<file path="src/rtl/text_cell_buffer_engine_top_defines.svh">
// Assertion helpers for the top RTL file; clock aclk, reset aresetn.
`ifndef TEXT_CELL_BUFFER_ENGINE_TOP_DEFINES_SVH
`define TEXT_CELL_BUFFER_ENGINE_TOP_DEFINES_SVH

// Same-cycle implication.
`define TCBE_ASSERT_IMP(label, ante, cons, msg) \
    label: assert property (@(posedge aclk) disable iff (!aresetn) (ante) |-> (cons)) \
        else $error(msg);

// Next-cycle implication.
`define TCBE_ASSERT_NXT(label, ante, cons, msg) \
    label: assert property (@(posedge aclk) disable iff (!aresetn) (ante) |=> (cons)) \
        else $error(msg);

`endif

</file>
<file path="src/rtl/tcbe_pkg.sv">
`default_nettype none
package tcbe_pkg;

    localparam int COLUMNS    = 80;
    localparam int ROWS       = 25;
    localparam int CELL_COUNT = COLUMNS * ROWS;
    localparam int SHIFTED    = CELL_COUNT - COLUMNS;
    localparam int ADDR_W     = $clog2(CELL_COUNT);
    localparam int COORD_W    = 8;
    localparam int LIN_W      = 2 * COORD_W + 1;
    localparam int CELL_W     = 16;
    localparam int CURSOR_W   = 16;

    localparam logic [7:0] BLANK_CODE = 8'h20;

    typedef enum logic [2:0] {
        OP_PUT    = 3'd0,
        OP_PEEK   = 3'd1,
        OP_CLEAR  = 3'd2,
        OP_SCROLL = 3'd3,
        OP_CURSOR = 3'd4
    } tcbe_op_t;

    typedef struct packed {
        logic [2:0]         operation;
        logic [COORD_W-1:0] column;
        logic [COORD_W-1:0] line;
        logic [7:0]         character;
        logic [7:0]         attribute;
    } tcbe_in_t;

    typedef struct packed {
        logic [CELL_W-1:0]   cell_value;
        logic [CURSOR_W-1:0] cursor_position;
        logic                out_of_range;
    } tcbe_out_t;

    typedef struct packed {
        logic                in_range;
        logic [ADDR_W-1:0]   cell_addr;
        logic [CURSOR_W-1:0] linear;
    } tcbe_loc_t;

    typedef struct packed {
        logic              en;
        logic [ADDR_W-1:0] addr;
        logic [CELL_W-1:0] data;
    } tcbe_wr_t;

endpackage
`default_nettype wire

</file>
<file path="src/rtl/tcbe_addr_calc.sv">
`default_nettype none
module tcbe_addr_calc (
    input  wire  [tcbe_pkg::COORD_W-1:0] column,
    input  wire  [tcbe_pkg::COORD_W-1:0] line,
    output tcbe_pkg::tcbe_loc_t          loc
);
    import tcbe_pkg::*;

    logic [LIN_W-1:0] linear_full;

    // row * COLUMNS + col; constant multiplier, 8 x 8 bits at most
    assign linear_full = LIN_W'(line) * LIN_W'(COLUMNS) + LIN_W'(column);

    always_comb begin
        loc.in_range  = ({1'b0, column} < (COORD_W + 1)'(COLUMNS)) &&
                        ({1'b0, line} < (COORD_W + 1)'(ROWS));
        loc.cell_addr = linear_full[ADDR_W-1:0];
        loc.linear    = linear_full[CURSOR_W-1:0];
    end

endmodule
`default_nettype wire

</file>
<file path="config.mk">
export PLATFORM = sky130hd
export DESIGN_NAME = tcbe_addr_calc
export DESIGN_NICKNAME = d
export VERILOG_FILES = /design/src/rtl/text_cell_buffer_engine_top_defines.svh /design/src/rtl/tcbe_pkg.sv /design/src/rtl/tcbe_addr_calc.sv
export SDC_FILE = /design/constraint.sdc
export NUM_CORES = 1
export LEC_CHECK = 0
export BUFFER_PORTS_ARGS = -buffer_cell sky130_fd_sc_hd__clkbuf_2
export CORE_MARGIN = 4
export CORE_UTILIZATION = 52
export DETAILED_ROUTE_END_ITERATION = 12
export PLACE_DENSITY = 0.95
export SYNTH_ARGS = -nofsm -noshare
export SYNTH_HDL_FRONTEND = slang
export SYNTH_SLANG_ARGS = --single-unit
</file>
<file path="constraint.sdc">
create_clock -name vclk -period 5.6
set_input_delay 1.12 -clock vclk [all_inputs]
set_output_delay 1.12 -clock vclk [all_outputs]
set_load 0.005 [all_outputs]
</file>
==> results.cfg <==
[route]
vias_per_cell = 6.22
ant_nets = 0
num_vias = 834
drt-pass1-iter-count = 4
postRouteWirelength_um = 1980
detail_route.wl_per_cell_um = 14.8
drc = 0
drt-initial-drc-count = 16

[hold_path]
hp-class = input pin to primary output
whs_path_depth = 0

[placed_design]
dpl.hpwl_um = 1720
dp_cells = 134
dp_slack_ps = 1010
port_buffers = 31
dpl_cell_area_um2 = 901
place.gp.congestion = 0.797

[synthesis]
yosys-top-cells-area = ha_1 24%, buf_4 14%, xnor2_1 6.2%
syn_area_um2 = 846
postSynthCellCount = 103
syn_area_per_cell_um2 = 8.21
synth_seq_area_share = 0
synth_cell_types = 37
post-synth-top-area-cell = ha_1
ys_warn_count = 0
netlist.area_leader.share = 0.237
synth_nets = 137

[floorplan]
rows = 14
fp.dieArea_um2 = 2340
start_util = 0.555
die_h_um = 48.3
die_w_um = 48.3
core_um2 = 1520
ios = 44

[finish]
regArea_um2 = 0
post-route-util = 0.591
n_clock_buffer = 0
drive_gt1_frac = 0.347
antenna_cells = 0
nFlopsAndLatches = 0
syn_to_final_growth_pct = 6.51
nets = 154
fin_area_um2 = 901
fin_cells = 134

[sta]
hold_ws_ps = 2240
final-max-slew-violation-count = 0
worst_pin_slew_ps = 487
setup-violations-final = 0
fin_crit_ps = 4620
hold_viol = 0
setup_slack_ps = 980
max_freq_mhz = 216
relSlewSlack = 0.671
rsz0062_at_grt = false
setup_tns_ps = 0
timing.final.crit_share = 0.825

[cts]
ctsHoldBuffers = 0
post_cts_resized = 0
cts_setup_buffers = 0

[global_routing]
grt_pass1_wl_um = 3380
grt_max_degree = 10
antenna_found_initial = 0
grt-ovfl-total = 0
grt_pass1_vias = 779
grtUsageTotal = 0.165

[power_and_ir_drop]
p_leak_nw = 0.453
finalPower_mw = 0.151
powerDensity_nw_per_um2 = 167
peakVddDrop_mv = 0.0805

[critical_path]
cp_data_arrival_time_ps = 3500
critical_path_required_ps = 4480
path_max_fanout = 4
worstSetupPathType = input pin to primary output
endpoint_kind = primary output
start_kind = input pin

[run_status]
status = finished, final reports clean

[flow_run]
cap_violations = 0
==> power by group <==
part	leakage [nW]	internal [mW]	total, mW	switching (mW)
Sequential	0	0	0	0
Combinational	0.453	0.0708	0.151	0.0801
Clock	0	0	0	0
Total	0.453	0.0708	0.151	0.0801
==> worst max-delay path: stages <==
cell and delay, ps:
clkbuf_2 130, ha_1 300, ha_1 250, fa_1 440
a211oi_1 440, nor2_1 150, o311ai_2 330, nand4_1 130
nand4_1 90, clkbuf_2 110
==> routing by layer <==
| metal | GRT usage | wire length, µm | vias to the layer above |
|---|---|---|---|
| met4 | 0.0323 | 25 | 0 |
| met2 | 0.298 | 1030 | 38 |
| li1 | - | - | 397 |
| met5 | 0 | 0 | - |
| met1 | 0.207 | 804 | 393 |
| met3 | 0.0153 | 123 | 6 |
==> synth_stat cells, drive strengths merged (3+ instances only) <==
library cell,number
xnor2,6
o311ai,3
buf,16
nor2,5
or2,4
nor2b,3
o21ai,5
nand4,4
a211oi,3
xor2,3
ha,16
inv,6
nand2,3
==> cell usage in the layout (no fill, tap or decap), types with 2 or more instances in the layout <==
cell,count
o22ai_1,2
fa_1,2
clkbuf_2,31
or2_2,4
a21oi_1,2
nand2_1,3
a211oi_1,2
nand2b_1,2
inv_1,6
nor2_1,5
ha_1,16
nor3b_1,2
nand4_1,4
o21ai_0,5
a221oi_1,2
xnor2_1,6
xor2_1,2
nor2b_1,3
==> final cells by class <==
class              count  area [µm²]
fillers              134         623
inverters              6        22.5
multi-input cells     81         703
well taps             16        20.0
repair buffers        31         155
==> cells by family after synthesis <==
group                    Yosys count  share of synthesized area
buffers and inverters             22                      0.169
AND/OR/NAND/NOR                   29                      0.214
AO/OA/AOI/OAI                     24                      0.226
XOR/XNOR                           9                      0.102
other                              1                    0.00443
adder cells (fa/ha/maj)           18                      0.284
==> path summary, 6_finish.rpt <==
check	startpoint	to	slack, ps
worst min-delay path	column[1]	loc[17]	2240
worst max-delay path	line[1]	loc[14]	980
Power figures use the tool's default switching activity.
